[src/design/tiac_pkg.sv]
// Shared types and constants for the telnet IAC option negotiator.
// Holds byte codes, parse phase codes, reply verb and echo change codes.
// Depends on nothing.
`default_nettype none

package tiac_pkg;

  localparam logic [7:0] B_IAC  = 8'd255;
  localparam logic [7:0] B_WILL = 8'd251;
  localparam logic [7:0] B_WONT = 8'd252;
  localparam logic [7:0] B_DO   = 8'd253;
  localparam logic [7:0] B_DONT = 8'd254;

  localparam logic [7:0] OPT_BINARY = 8'd0;
  localparam logic [7:0] OPT_ECHO   = 8'd1;
  localparam logic [7:0] OPT_SGA    = 8'd3;

  localparam int unsigned PhaseW = 3;
  localparam logic [PhaseW-1:0] PH_DATA = 3'd0;
  localparam logic [PhaseW-1:0] PH_CMD  = 3'd1;
  localparam logic [PhaseW-1:0] PH_WILL = 3'd2;
  localparam logic [PhaseW-1:0] PH_WONT = 3'd3;
  localparam logic [PhaseW-1:0] PH_DO   = 3'd4;
  localparam logic [PhaseW-1:0] PH_DONT = 3'd5;

  localparam int unsigned CfgIdxW = 1;
  localparam logic [CfgIdxW-1:0] CFG_DENY_ECHO        = 1'd0;
  localparam logic [CfgIdxW-1:0] CFG_OVERRIDE_REFUSAL = 1'd1;

  typedef enum logic [1:0] {
    VERB_WILL = 2'd0,
    VERB_WONT = 2'd1,
    VERB_DO   = 2'd2,
    VERB_DONT = 2'd3
  } verb_e;

  typedef enum logic [1:0] {
    ECHO_NONE   = 2'd0,
    ECHO_RAW    = 2'd1,
    ECHO_COOKED = 2'd2
  } echo_e;

  typedef enum logic {
    KIND_DATA  = 1'b0,
    KIND_REPLY = 1'b1
  } kind_e;

  typedef struct packed {
    kind_e      kind;
    logic [7:0] term_byte;
    verb_e      verb;
    logic [7:0] option;
    echo_e      echo;
  } result_t;

endpackage

`default_nettype wire

[src/design/telnet_iac_option_negotiator.sv]
// Telnet receive-side IAC parser and client option negotiator.
// Input register, one pass of negotiation logic, result register.
// Depends on tiac_pkg.
//
//  channel | valid       | flow control | payload
//  --------+-------------+--------------+--------------------------------------
//  in      | in_valid_i  | in_stall_o   | rx_byte_i
//  out     | out_valid_o | out_stall_i  | kind_o term_byte_o reply_verb_o
//          |             |              | reply_option_o echo_change_o
//  cfg     | cfg_valid_i | cfg_ready_o  | cfg_index_i cfg_data_i
//
// One byte per clock sustained while out_stall_i is low; a byte is held in the
// input register and its result, if any, is then held in the result register.
// The parse phase and option flags update in the single negotiation pass.
// Reset clears phase, flags and configuration; cfg_ready_o is always high.
// A stalled result holds the result register; the input register then holds
// and in_stall_o rises once it is occupied.
`default_nettype none

module telnet_iac_option_negotiator import tiac_pkg::*; #(
  parameter int unsigned MAX_OPTION = 6
) (
  input  wire logic               clk_i,
  input  wire logic               rst_ni,
  input  wire logic               in_valid_i,
  output logic                    in_stall_o,
  input  wire logic [7:0]         rx_byte_i,
  output logic                    out_valid_o,
  input  wire logic               out_stall_i,
  output logic                    kind_o,
  output logic [7:0]              term_byte_o,
  output logic [1:0]              reply_verb_o,
  output logic [7:0]              reply_option_o,
  output logic [1:0]              echo_change_o,
  input  wire logic               cfg_valid_i,
  output logic                    cfg_ready_o,
  input  wire logic [CfgIdxW-1:0] cfg_index_i,
  input  wire logic               cfg_data_i
);

  localparam int unsigned NumOpt = MAX_OPTION + 1;
  localparam int unsigned IdxW   = (NumOpt > 1) ? $clog2(NumOpt) : 1;
  localparam logic [7:0]  MaxOpt = 8'(MAX_OPTION);
  localparam logic [IdxW-1:0] IdxEcho = IdxW'(OPT_ECHO);
  localparam logic [IdxW-1:0] IdxSga  = IdxW'(OPT_SGA);

  logic              deny_echo_q, override_refusal_q;
  logic              in_valid_q;
  logic [7:0]        in_byte_q;
  logic [PhaseW-1:0] phase_q, phase_d;
  logic [NumOpt-1:0] remote_q, remote_d;
  logic [NumOpt-1:0] local_q, local_d;
  logic              out_valid_q;
  result_t           res_q, res_d;
  logic              res_valid;
  logic              advance;
  logic              in_range;
  logic [IdxW-1:0]   opt_idx;
  logic              refusing;

  assign cfg_ready_o = 1'b1;
  assign advance     = in_valid_q && (!out_valid_q || !out_stall_i);
  assign in_stall_o  = in_valid_q && !advance;

  assign in_range = (in_byte_q <= MaxOpt);
  assign opt_idx  = in_byte_q[IdxW-1:0];
  assign refusing = deny_echo_q && !override_refusal_q;

  always_comb begin
    phase_d   = PH_DATA;
    remote_d  = remote_q;
    local_d   = local_q;
    res_valid = 1'b0;
    res_d     = '{kind: KIND_REPLY, term_byte: 8'd0, verb: VERB_WILL,
                  option: in_byte_q, echo: ECHO_NONE};
    unique case (phase_q)
      PH_CMD: begin
        if (in_byte_q == B_IAC) begin
          res_valid      = 1'b1;
          res_d.kind     = KIND_DATA;
          res_d.term_byte = B_IAC;
          res_d.option   = 8'd0;
        end else if (in_byte_q == B_WILL) begin
          phase_d = PH_WILL;
        end else if (in_byte_q == B_WONT) begin
          phase_d = PH_WONT;
        end else if (in_byte_q == B_DO) begin
          phase_d = PH_DO;
        end else if (in_byte_q == B_DONT) begin
          phase_d = PH_DONT;
        end
      end
      PH_WILL: begin
        res_d.verb = VERB_DONT;
        priority if (in_byte_q != OPT_BINARY && in_byte_q != OPT_ECHO
                     && in_byte_q != OPT_SGA) begin
          res_valid = 1'b1;
        end else if (remote_q[opt_idx]) begin
          res_valid = 1'b0;
        end else if (in_byte_q == OPT_ECHO && refusing) begin
          res_valid = 1'b1;
        end else begin
          res_valid          = 1'b1;
          res_d.verb         = VERB_DO;
          remote_d[opt_idx]  = 1'b1;
          if (opt_idx == IdxEcho) begin
            res_d.echo = ECHO_RAW;
          end
        end
      end
      PH_WONT: begin
        res_d.verb = VERB_DONT;
        if (!in_range) begin
          res_valid = 1'b1;
        end else if (remote_q[opt_idx]) begin
          res_valid         = 1'b1;
          remote_d[opt_idx] = 1'b0;
          if (opt_idx == IdxEcho) begin
            res_d.echo = ECHO_COOKED;
          end
        end
      end
      PH_DO: begin
        if (in_byte_q != OPT_SGA) begin
          res_valid  = 1'b1;
          res_d.verb = VERB_WONT;
        end else if (!local_q[IdxSga]) begin
          res_valid       = 1'b1;
          res_d.verb      = VERB_WILL;
          local_d[IdxSga] = 1'b1;
        end
      end
      PH_DONT: begin
        res_d.verb = VERB_WONT;
        if (!in_range) begin
          res_valid = 1'b1;
        end else if (local_q[opt_idx]) begin
          res_valid        = 1'b1;
          local_d[opt_idx] = 1'b0;
        end
      end
      default: begin
        if (in_byte_q == B_IAC) begin
          phase_d = PH_CMD;
        end else begin
          res_valid       = 1'b1;
          res_d.kind      = KIND_DATA;
          res_d.term_byte = in_byte_q;
          res_d.option    = 8'd0;
        end
      end
    endcase
  end

  always_ff @(posedge clk_i or negedge rst_ni) begin
    if (!rst_ni) begin
      deny_echo_q        <= 1'b0;
      override_refusal_q <= 1'b0;
    end else if (cfg_valid_i && cfg_ready_o) begin
      unique case (cfg_index_i)
        CFG_DENY_ECHO:        deny_echo_q        <= cfg_data_i;
        CFG_OVERRIDE_REFUSAL: override_refusal_q <= cfg_data_i;
        default: ;
      endcase
    end
  end

  always_ff @(posedge clk_i or negedge rst_ni) begin
    if (!rst_ni) begin
      in_valid_q <= 1'b0;
    end else if (!in_stall_o) begin
      in_valid_q <= in_valid_i;
    end
  end

  always_ff @(posedge clk_i) begin
    if (!in_stall_o && in_valid_i) begin
      in_byte_q <= rx_byte_i;
    end
  end

  always_ff @(posedge clk_i or negedge rst_ni) begin
    if (!rst_ni) begin
      phase_q  <= PH_DATA;
      remote_q <= '0;
      local_q  <= '0;
    end else if (advance) begin
      phase_q  <= phase_d;
      remote_q <= remote_d;
      local_q  <= local_d;
    end
  end

  always_ff @(posedge clk_i or negedge rst_ni) begin
    if (!rst_ni) begin
      out_valid_q <= 1'b0;
    end else if (!out_valid_q || !out_stall_i) begin
      out_valid_q <= advance && res_valid;
    end
  end

  always_ff @(posedge clk_i) begin
    if (advance && res_valid) begin
      res_q <= res_d;
    end
  end

  assign out_valid_o    = out_valid_q;
  assign kind_o         = res_q.kind;
  assign term_byte_o    = res_q.term_byte;
  assign reply_verb_o   = res_q.verb;
  assign reply_option_o = res_q.option;
  assign echo_change_o  = res_q.echo;

  a_data_fields_clear: assert property (@(posedge clk_i) disable iff (!rst_ni)
    out_valid_o && kind_o == KIND_DATA |->
      reply_verb_o == VERB_WILL && reply_option_o == 8'd0 && echo_change_o == ECHO_NONE)
    else $error("data result carries reply fields");

  a_reply_no_term: assert property (@(posedge clk_i) disable iff (!rst_ni)
    out_valid_o && kind_o == KIND_REPLY |-> term_byte_o == 8'd0)
    else $error("reply result carries a terminal byte");

  a_raw_only_on_echo_do: assert property (@(posedge clk_i) disable iff (!rst_ni)
    out_valid_o && echo_change_o == ECHO_RAW |->
      reply_verb_o == VERB_DO && reply_option_o == OPT_ECHO)
    else $error("raw echo change without DO ECHO");

  a_flags_only_known: assert property (@(posedge clk_i) disable iff (!rst_ni)
    !remote_q[2] && local_q == (local_q & (NumOpt'(1) << IdxSga)))
    else $error("option flag set for an unsupported option");

endmodule

`default_nettype wire

[config.mk]
export PLATFORM = sky130hd
export DESIGN_NAME = telnet_iac_option_negotiator
export DESIGN_NICKNAME = d
export VERILOG_FILES = /design/src/design/tiac_pkg.sv /design/src/design/telnet_iac_option_negotiator.sv
export SDC_FILE = /design/constraint.sdc
export NUM_CORES = 1
export LEC_CHECK = 0
export BUFFER_PORTS_ARGS = -buffer_cell sky130_fd_sc_hd__buf_2
export CAP_MARGIN = 20
export CELL_PAD_IN_SITES_DETAIL_PLACEMENT = 1
export CELL_PAD_IN_SITES_GLOBAL_PLACEMENT = 1
export CORE_UTILIZATION = 30
export CTS_BUF_LIST = sky130_fd_sc_hd__clkbuf_16
export DETAILED_ROUTE_END_ITERATION = 10
export PLACE_DENSITY_LB_ADDON = 0.1
export SLEW_MARGIN = 20
export SYNTH_ARGS = -nofsm -noshare
export SYNTH_HDL_FRONTEND = slang
export SYNTH_SLANG_ARGS = --single-unit
[constraint.sdc]
create_clock -name clk_i -period 4.26 [get_ports clk_i]
set_clock_uncertainty 0.1 [all_clocks]
set_input_delay 1.065 -clock clk_i [delete_from_list [all_inputs] [get_ports clk_i]]
set_output_delay 1.065 -clock clk_i [all_outputs]
set_load 0.01 [all_outputs]
==> reports/results.tsv, run 1 <==
stage	metric	value	unit
clock_tree	path_clk_slew	0.07	ns
pwr	peakVddDrop	0.1931	mV
critical_path	cp.required	4.13	ns
clock_tree	insertion_delay	0.29	ns
pwr	pwr_density_cell	503.3	nW/um2
timing	finalSetupViolations	0	
timing	finalSetupTns	0	ns
synth	synth_cells	200	
synth	synth_top_family_by_area	simple AND/OR/NAND/NOR gates	
critical_path	slowest_stage	edfxtp_1	
timing	tightest_slew	0.7256	ns
synth	synth.area.top_cells	edfxtp_1 36%, dfrtp_1 22%, mux2i_1 3.8%, a21o_1 2.8%, and2_1 2.6%	
die	start_util	30.99	%
synth	netlist.area_leader.share	36.36	%
route	drc_errors	0	
die	io-pin-count	39	
global_routing	antenna_found_initial	0	
synth	synthesis.nets	215	
timing	slew_viol_final	0	
synth	synth_flop_cell	edfxtp_1	
synth	synth-simple-area-share	16.72	%
run_status	status	finished clean	
cells_and_area	fillers	879	
synth	synth_edf_count	29	
min_path	min_path_type	register to register	
timing	holdWs	0.3910	ns
critical_path	critPathMaxStageDelay	0.82	ns
place	post-place-ws	1.508	ns
critical_path	critPathBufInv	1	
synth	synth_area	2395	um2
cells_and_area	antennaDiodeCount	0	
critical_path	worstPathMaxFanout	23	
timing	setup_ws	1.494	ns
die	die_w	91.35	um
clock_tree	post-cts-setup-buffers	0	
clock_tree	hold_buffers	0	
route	first_iter_violations	96	
die	core_area	7727	um2
die	dieHeight	91.35	um
timing	hold_viol_final	0	
clock_tree	cts_max_level	2	
place	io_buffers	37	
synth	synth_adder_area_share	0	%
global_routing	grt_pass1_vias	1737	
global_routing	grt_max_degree	24	
route	drt_first_pass_iters	4	
pwr	p_total	1.430	mW
critical_path	worstPathCellList	and3_1 -> nand4_1 -> o31a_1 -> o2111a_1 -> nor2_1 -> buf_4	
clock_tree	cts_inserted_buffers	5	
route	ant_nets	0	
clock_tree	cts_resized	0	
cells_and_area	instances_no_fill	338	
route	totalWireLength	5467	um
timing	relSlewSlack	51.63	%
synth	synth-seq-cells	50	
critical_path	cp-start-kind	register	
critical_path	crit_family	flip-flops	
die	die_area	8344	um2
global_routing	grt_pass1_wl	9142	um
place	gp_congestion	0.7285	
cells_and_area	finalNetCount	250	
critical_path	endpoint_kind	register	
global_routing	gr-total-overflow	0	
synth	synthXorXnorAreaFrac	0.7315	%
clock_tree	cts_buffer_depth	2	
synth	yosysWarningCount	0	
synth	synthMuxAreaShare	4.702	%
pwr	leakagePower	1.209	nW
cells_and_area	syn_to_final_growth	18.65	%
route	dr_total_vias	1670	
job	drv_cap	0	
route	viasPerCell	4.941	
place	place_inst	330	
synth	synth_compound_area_share	15.99	%
timing	min_period_over_period	64.93	%
synth	synth-seq-area-share	58.31	%
synth	synthArstFlopShare	42.00	%
timing	layout_min_cycle_time	2.766	ns
die	fp-row-count	32	
place	dp_hpwl	3847	um
timing	rsz0062_at_grt	no	
clock_tree	cts.sinks	50	
critical_path	cp_data_arrival_time	2.64	ns
synth	syn_avg_cell_area	11.97	um2
cells_and_area	drive_above_1_share	24.15	%
timing	fmax	361.5	MHz
critical_path	path_class	register to register	
global_routing	grt_usage	14.31	%
clock_tree	ctsRootBufferMaster	clkbuf_16	
synth	synthDistinctLibCells	48	
route	wire_per_inst	16.17	um
clock_tree	cts_tree	yes	
synth	yosysTopAreaCell	edfxtp_1	
cells in the final DEF (no fill, tap or decap), drive strengths merged, types with 2 or more instances in the layout:
cell type / count
mux2: 2
nor2: 11
nor3: 5
xnor2: 2
nand4b: 2
mux2i: 9
and2: 10
a21o: 9
nand3b: 2
nand2: 9
nand4: 3
o211ai: 2
a31oi: 2
and3b: 2
a211oi: 3
a22oi: 2
buf: 39
nand3: 4
and3: 2
clkbuf: 5
nor2b: 5
o31ai: 3
a21oi: 8
nand2b: 3
edfxtp: 29
o21a: 3
dfrtp: 21
o31a: 4
or3: 2
a21boi: 4
o21ai: 6
inv: 10
per-layer routing:
| metal | vias up | GRT usage (%) | part of all wire (%) |
|---|---|---|---|
| met4 | 0 | 4.762 | 1.4 |
| met5 | - | 0 | 0 |
| met1 | 819 | 19.58 | 48 |
| met3 | 6 | 3.183 | 3.5 |
| met2 | 40 | 22.41 | 47 |
| li1 | 805 | - | - |
cell families (layout without fill, tap and decap cells):
group           Yosys count  in the layout
compound gates           51             51
xor+xnor                  2              2
buf+inv                  20             56
flops                    50             50
mux                      11             11
other cells               1              1
simple gates             65             65
final timing paths:
kind / from / end / slack [ns] / cells past startpoint
max in group asynchronous: rst_ni / asynchronous set/reset pin / 3.07 / 1
setup / recovery: in_byte_q[1] / reply_verb_o[0] / 1.49 / 6
setup reg to reg: in_byte_q[1] / reply_verb_o[0] / 1.49 / 6
hold reg to reg: local_q[0] / local_q[0] / 0.39 / 1
min in group asynchronous: rst_ni / in_valid_q / 0.64 / 1
hold / removal: local_q[0] / local_q[0] / 0.39 / 1
per-stage QoR:
step / area, um2 / util (%)
finish: 2841 / 36.77
global route: 2841 / 36.77
CTS: 2841 / 36.77
detailed placement: 2675 / 34.62
global placement: 2675 / 34.62
floorplan: 2395 / -
synthesized netlist by cell type (5+ instances only):
master	instances
nor3_1	5
dfrtp_1	21
mux2i_1	9
edfxtp_1	29
and2_1	10
a21oi_1	7
nand2_1	9
a21o_1	9
inv_1	9
nor2_1	11
clkbuf_1	6
o21ai_1	5
nor2b_1	5
power by group:
group          switching [mW]  total (mW)  leakage, nW  internal, mW
logic                   0.178       0.304        0.585         0.126
registers              0.0602       0.682        0.543         0.622
clock network           0.169       0.444       0.0812         0.275
total                   0.408        1.43         1.21          1.02
layout make-up:
type	instances	area (um2)	share of cell area (%)
tap	102	127.6	4.491
multi-input combinational	130	917.1	32.28
clock buffer	5	125.1	4.403
timing repair buffer	39	200.2	7.045
sequential	50	1396	49.14
clock inverter	3	41.29	1.453
inverter	9	33.78	1.189
No activity file was read; power rests on OpenSTA's default activity.
==> inputs of run 2 (changes only) <==
--- a/config.mk
+++ b/config.mk
@@ -5,6 +5,7 @@
 export SDC_FILE = /design/constraint.sdc
 export NUM_CORES = 1
 export LEC_CHECK = 0
+export ABC_AREA = 1
 export BUFFER_PORTS_ARGS = -buffer_cell sky130_fd_sc_hd__buf_2
 export CAP_MARGIN = 20
 export CELL_PAD_IN_SITES_DETAIL_PLACEMENT = 1
==> constraint.sdc (replaced) <==
create_clock -name clk_i -period 2.3 [get_ports clk_i]
set_clock_uncertainty 0.1 [all_clocks]
set_input_delay 0.575 -clock clk_i [delete_from_list [all_inputs] [get_ports clk_i]]
set_output_delay 0.575 -clock clk_i [all_outputs]
set_load 0.01 [all_outputs]
==> run 2 against run 1 <==
Maximum frequency up 34%. Critical path depth up 3. Via count increased by 27%.
==> reports/results.tsv, run 2 <==
stage	metric	value	unit	change
critical_path	r2r_setup_slack	0.23	ns	-1.26 ns
critical_path	r2r-start	in_byte_q[2]		
synth	synth_edf_count	29		unchanged
timing	fmax	483.2	MHz	+34%
pwr	peakVddDrop	0.3756	mV	+94%
die	die_area	8562	um2	+2.6%
synth	synth-seq-cells	50		unchanged
cells_and_area	finalNetCount	370		+48%
critical_path	critPathMaxStageDelay	0.43	ns	-0.39 ns
cells_and_area	mostFrequentLayoutCells	54 x nand2_1, 49 x buf_4, 37 x buf_2, 29 x nand3_1, 29 x edfxtp_1		
die	core_area	7807	um2	+1.0%
clock_tree	cts_buffer_depth	2		unchanged
route	drt_first_pass_iters	4		unchanged
synth	synthDistinctLibCells	32		-33%
synth	synthesis.nets	281		+31%
timing	min_period_over_period	89.98	%	+25 points
synth	yosysTopAreaCell	edfxtp_1		
run_status	status	finished clean		
cells_and_area	instances_no_fill	458		+36%
pwr	pwr-share-comb	29.5	%	+8.3 points
die	die_w	92.53	um	+1.3%
synth	yosysWarningCount	0		unchanged
timing	finalSetupViolations	0		unchanged
route	ant_nets	0		unchanged
critical_path	cp.required	2.24	ns	-1.89 ns
route	wire_per_inst	15.08	um	-6.8%
synth	synthArstFlopShare	42.00	%	unchanged
synth	netlist.area_leader.share	35.42	%	-0.94 points
synth	syn_avg_cell_area	9.243	um2	-23%
die	start_util	31.49	%	+0.50 points
timing	slew_viol_final	0		unchanged
synth	synth-seq-area-share	56.79	%	-1.5 points
min_path	min_path_type	input pin to asynchronous set/reset pin		
clock_tree	ctsRootBufferMaster	clkbuf_16		
pwr	leakagePower	1.546	nW	+28%
pwr	p_seq_share	43.0	%	-4.7 points
timing	finalSetupTns	0	ns	unchanged
timing	holdWs	0.1381	ns	-0.2529 ns
clock_tree	insertion_delay	0.30	ns	about the same
critical_path	worstPathCellList	buf_4 -> nor2_1 -> nand3_1 -> o21ai_1 -> nand2_1 -> nor2_1 -> nand2_1 -> nor2_4 -> nor2_4		
die	dieHeight	92.53	um	+1.3%
route	first_iter_violations	124		+29%
critical_path	endpoint_kind	register		
global_routing	grt_pass1_vias	2242		+29%
global_routing	grt_pass1_wl	11630	um	+27%
cells_and_area	syn_to_final_growth	33.49	%	
cells_and_area	antennaDiodeCount	0		unchanged
pwr	pwr_density_cell	865.4	nW/um2	+72%
critical_path	path_class	register to register		
die	fp-row-count	32		unchanged
clock_tree	cts.sinks	50		unchanged
place	gp_congestion	0.7771		+6.7%
job	drv_cap	0		unchanged
timing	rsz0062_at_grt	no		
pwr	power_frac_clock	27.5	%	-3.6 points
pwr	power.switching	0.9334	mW	+130%
pwr	power.internal	1.907	mW	+86%
die	io-pin-count	39		unchanged
pwr	swShare	32.86	%	+4.4 points
global_routing	antenna_found_initial	0		unchanged
timing	hold_viol_final	0		unchanged
cells_and_area	mostFrequentLayoutCell	nand2_1		
critical_path	crit_family	simple AND/OR/NAND/NOR gates		
clock_tree	hold_buffers	0		unchanged
critical_path	worstPathMaxFanout	11		-52%
global_routing	gr-total-overflow	0		unchanged
place	place_inst	449		+36%
route	drc_errors	0		unchanged
synth	synthTopCellsByCount	54 x nand2_1, 31 x nor2_1, 29 x edfxtp_1, 29 x nand3_1, 22 x inv_1		
timing	layout_min_cycle_time	2.070	ns	-0.6964 ns
clock_tree	cts_inserted_buffers	5		unchanged
critical_path	slowest_stage	edfxtp_1		
cells_and_area	drive_above_1_share	35.67	%	+12 points
critical_path	cp-start-kind	register		
synth	synth.most_common_cell	nand2_1		
critical_path	critPathBufInv	1		unchanged
place	dp_hpwl	5462	um	+42%
synth	synth_flop_cell	edfxtp_1		
synth	synth.area.top_cells	edfxtp_1 35%, dfrtp_1 21%, nand2_1 8.2%, nand3_1 5.9%, nor2_1 4.7%		
clock_tree	cts_tree	yes		
route	dr_total_vias	2114		+27%
global_routing	grt_usage	17.94	%	+3.6 points
clock_tree	cts_max_level	2		unchanged
route	totalWireLength	6906	um	+26%
critical_path	cp_data_arrival_time	2.01	ns	-0.63 ns
route	viasPerCell	4.616		-6.6%
clock_tree	path_clk_slew	0.08	ns	about the same
critical_path	r2r_cells	9		+3
place	io_buffers	37		unchanged
synth	synth_cells	266		+33%
synth	synth_area	2459	um2	+2.7%
critical_path	timing.rr.end	echo_change_o[0]		
global_routing	grt_max_degree	22		-8.3%
==> run 2: worst max-delay path by stage <==
stage	from	cells after the start	slack, ns	endpoint
after floorplan	out_stall_i	5	0.14	echo_change_o[0]
after global placement	in_byte_q[0]	10	-0.14	echo_change_o[1]
after detailed placement	in_byte_q[0]	10	-0.22	term_byte_o[4]
after CTS	in_byte_q[0]	10	0.07	term_byte_o[3]
after global routing	in_byte_q[2]	9	0.06	reply_option_o[0]
final	in_byte_q[2]	9	0.23	echo_change_o[0]
==> run 2: logic make-up after synthesis <==
kind of cell	after synthesis	synth area share, %
flops	50	56.79
other cells	1	0.1525
simple gates	139	27.53
buf+inv	40	7.176
compound gates	36	8.346
==> run 2: final cells by class <==
cell class / count / area, um2
clock buffer: 5 / 125.1
clock inverter: 3 / 28.78
fill: 940 / 4526
inverter: 35 / 136.4
multi-input combinational: 177 / 914.6
sequential: 50 / 1396
tap: 102 / 127.6
timing repair buffer: 86 / 553.0
==> run 2: per-stage QoR <==
step           util (%)  instance area, um2  total power [mW]  setup slack [ns]
4_1_cts           41.76                3261             2.839           0.07318
5_1_grt           42.04                3282             3.009           0.06000
6_report          42.04                3282             2.840            0.2304
2_1_floorplan         -                2461             1.647            0.1375
3_5_place_dp      39.73                3102             2.048           -0.2242
3_3_place_gp      39.73                3102             2.039           -0.1368
==> run 2: repair_timing <==
action / in CTS / in global routing
cloned: 0 / 1
pin swaps: 0 / 1
gates resized for setup: 1 / 4
setup endpoints to repair: 21 / 21
buffers inserted: 0 / 0
==> run 2: metal layers <==
| metal | vias up | global-route usage (%) | part of all wire, % |
|---|---|---|---|
| met2 | 31 | 29.81 | 48 |
| met4 | 0 | 4.688 | 0.97 |
| met3 | 6 | 2.874 | 2.5 |
| met5 | - | 0 | 0 |
| met1 | 1012 | 24.23 | 48 |
| li1 | 1065 | - | - |
==> run 2: power groups by stage <==
stage | logic, mW | registers [mW] | clock network (mW)
final | 0.838 | 1.22 | 0.780
after global routing | 0.936 | 1.24 | 0.834
after CTS | 0.812 | 1.23 | 0.800
after detailed placement | 0.801 | 1.25 | 0
after global placement | 0.798 | 1.24 | 0
after floorplan | 0.340 | 1.31 | 0
==> inputs of run 3 (changes only) <==
==> constraint.sdc (replaced) <==
create_clock -name clk_i -period 1.9 [get_ports clk_i]
set_clock_uncertainty 0.1 [all_clocks]
set_input_delay 0.475 -clock clk_i [delete_from_list [all_inputs] [get_ports clk_i]]
set_output_delay 0.475 -clock clk_i [all_outputs]
set_load 0.01 [all_outputs]
==> run 3 against run 2 <==
The flow now finishes with violations (negative setup slack). Design area rose by 3.9%. Via count barely moved. First-iteration DRC count fell by 50%. Largest cell class unchanged.
==> reports/results.tsv, run 3 (synthesis results as in run 2) <==
stage	metric	value	unit	change
route	first_iter_violations	62		-50%
clock_tree	path_clk_slew	0.07	ns	about the same
die	die_area	8562	um2	unchanged
clock_tree	insertion_delay	0.29	ns	about the same
global_routing	grt_max_degree	22		unchanged
route	ant_nets	0		unchanged
die	die_w	92.53	um	unchanged
die	fp-row-count	32		unchanged
clock_tree	cts_max_level	2		unchanged
cells_and_area	drive_above_1_share	40.75	%	+5.1 points
timing	finalSetupViolations	21		+21
pwr	leakagePower	1.545	nW	about the same
cells_and_area	syn_to_final_growth	38.63	%	
critical_path	cp.required	1.81	ns	-0.43 ns
global_routing	grt_usage	16.78	%	-1.2 points
run_status	violations	negative setup slack		
cells_and_area	mostFrequentLayoutCell	nand2_1		
route	wl_met1	3254	um	-2.7%
route	wl_met3	253	um	+44%
cells_and_area	mostFrequentLayoutCells	45 x nand2_1, 37 x buf_2, 34 x buf_4, 29 x edfxtp_1, 25 x nand3_1		
global_routing	grt_pass1_vias	2176		-2.9%
cells_and_area	utilization	43.65	%	+1.6 points
min_path	min_path_type	input pin to asynchronous set/reset pin		
pwr	pwr_density_cell	1059	nW/um2	+22%
timing	slew_viol_final	0		unchanged
timing	layout_min_cycle_time	1.960	ns	-0.1093 ns
route	drc_errors	0		unchanged
clock_tree	cts.sinks	50		unchanged
clock_tree	ctsRootBufferMaster	clkbuf_16		
cells_and_area	multi_input_area	1026	um2	+12%
die	io-pin-count	39		unchanged
critical_path	worstPathMaxFanout	10		-1
route	drt_first_pass_iters	4		unchanged
critical_path	endpoint_kind	register		
route	viasPerCell	4.723		+2.3%
critical_path	cp_data_arrival_time	1.87	ns	-0.14 ns
critical_path	cp-start-kind	register		
place	dp_hpwl	5151	um	-5.7%
cells_and_area	finalNetCount	360		-2.7%
critical_path	r2r_setup_slack	-0.06	ns	-0.29 ns
run_status	status	finished with violations		
cells_and_area	seq_area	1399	um2	+0.18%
die	dieHeight	92.53	um	unchanged
place	post-place-ws	-0.1742	ns	+0.04994 ns
clock_tree	cts_inserted_buffers	5		unchanged
cells_and_area	antennaDiodeCount	0		unchanged
place	gp_congestion	0.8580		+10%
die	start_util	31.49	%	unchanged
timing	setup_ws	-0.06029	ns	-0.2907 ns
clock_tree	cts_buffer_depth	2		unchanged
global_routing	grt_pass1_wl	11040	um	-5.0%
timing	rsz0062_at_grt	yes		
global_routing	antenna_found_initial	0		unchanged
critical_path	path_class	register to register		
timing	fmax	510.1	MHz	+5.6%
route	wire_per_inst	15.36	um	+1.9%
cells_and_area	fillers	934		-0.64%
timing	min_period_over_period	103.2	%	+13 points
place	io_buffers	37		unchanged
clock_tree	hold_buffers	0		unchanged
pwr	peakVddDrop	0.4141	mV	+10%
route	wl_met2	3160	um	-4.8%
clock_tree	cts_tree	yes		
global_routing	gr-total-overflow	0		unchanged
job	drv_cap	0		unchanged
route	totalWireLength	6882	um	-0.35%
route	dr_total_vias	2116		+0.095%
timing	hold_viol_final	0		unchanged
route	highest_layer	met4		
die	core_area	7807	um2	unchanged
-- run 3: worst paths after layout --
path | start | to | cells past startpoint
min in group clk_i | rx_byte_i[2] | in_byte_q[2] | 1
worst min-delay path | rst_ni | out_valid_o | 1
worst max-delay path | in_byte_q[0] | reply_verb_o[0] | 13
worst min register to register | register | register | 2
max in group asynchronous | rst_ni | phase_q[2] | 1
worst max register to register | in_byte_q[0] | reply_verb_o[0] | 13
-- run 3: area by class of cell --
class,count,share of cell area (%)
Clock buffer,5,3.671
Inverter,35,4.295
Tap cell,102,3.744
Timing Repair Buffer,76,15.75
Multi-Input combinational cell,177,30.10
Sequential cell,50,41.04
Clock inverter,3,1.395
-- run 3: what timing repair did --
| item | CTS | global route |
|---|---|---|
| pin swaps | 3 | 3 |
| buffers inserted | 3 | 5 |
| gates cloned | 0 | 2 |
| resized for setup | 9 | 24 |
| endpoints found under the setup margin | 29 | 40 |
-- run 3: per-stage QoR --
| step | setup TNS [ns] | cells | area, um2 | power (mW) | hold WS (ns) |
|---|---|---|---|---|---|
| global placement | -5.045 | 430 | 3029 | 2.451 | 0.3726 |
| global route | -3.717 | 448 | 3408 | 3.804 | 0.08736 |
| detailed placement | -3.895 | 430 | 3029 | 2.459 | 0.3727 |
| finish | -1.031 | 448 | 3408 | 3.610 | 0.03891 |
| floorplan | 0 | 266 | 2496 | 2.021 | 0.07941 |
| CTS | -0.2945 | 441 | 3249 | 3.528 | 0.06122 |
-- run 3: routing by layer --
layer | track usage, % | vias to the layer above
met5 | 0 | -
met4 | 5.208 | 0
met3 | 3.038 | 17
met2 | 27.04 | 56
met1 | 22.81 | 1001
li1 | - | 1042
-- run 3: worst max-delay path, cell delays in order, from the launching register on --
cell and delay [ns]:
edfxtp_1 0.42, buf_12 0.17, clkinv_8 0.07, nand2_4 0.04, nand2_2 0.04, nand2_1 0.07
nand2_1 0.08, nand2_1 0.06, nand3_1 0.08, nand2_1 0.06, nand2_2 0.08, nor2_4 0.05
nor2_4 0.15, clkbuf_16 0.19
-- run 3: power breakdown --
group | internal [mW] | switching (mW)
Combinational | 0.433 | 0.646
Sequential | 1.41 | 0.0849
Clock | 0.628 | 0.404
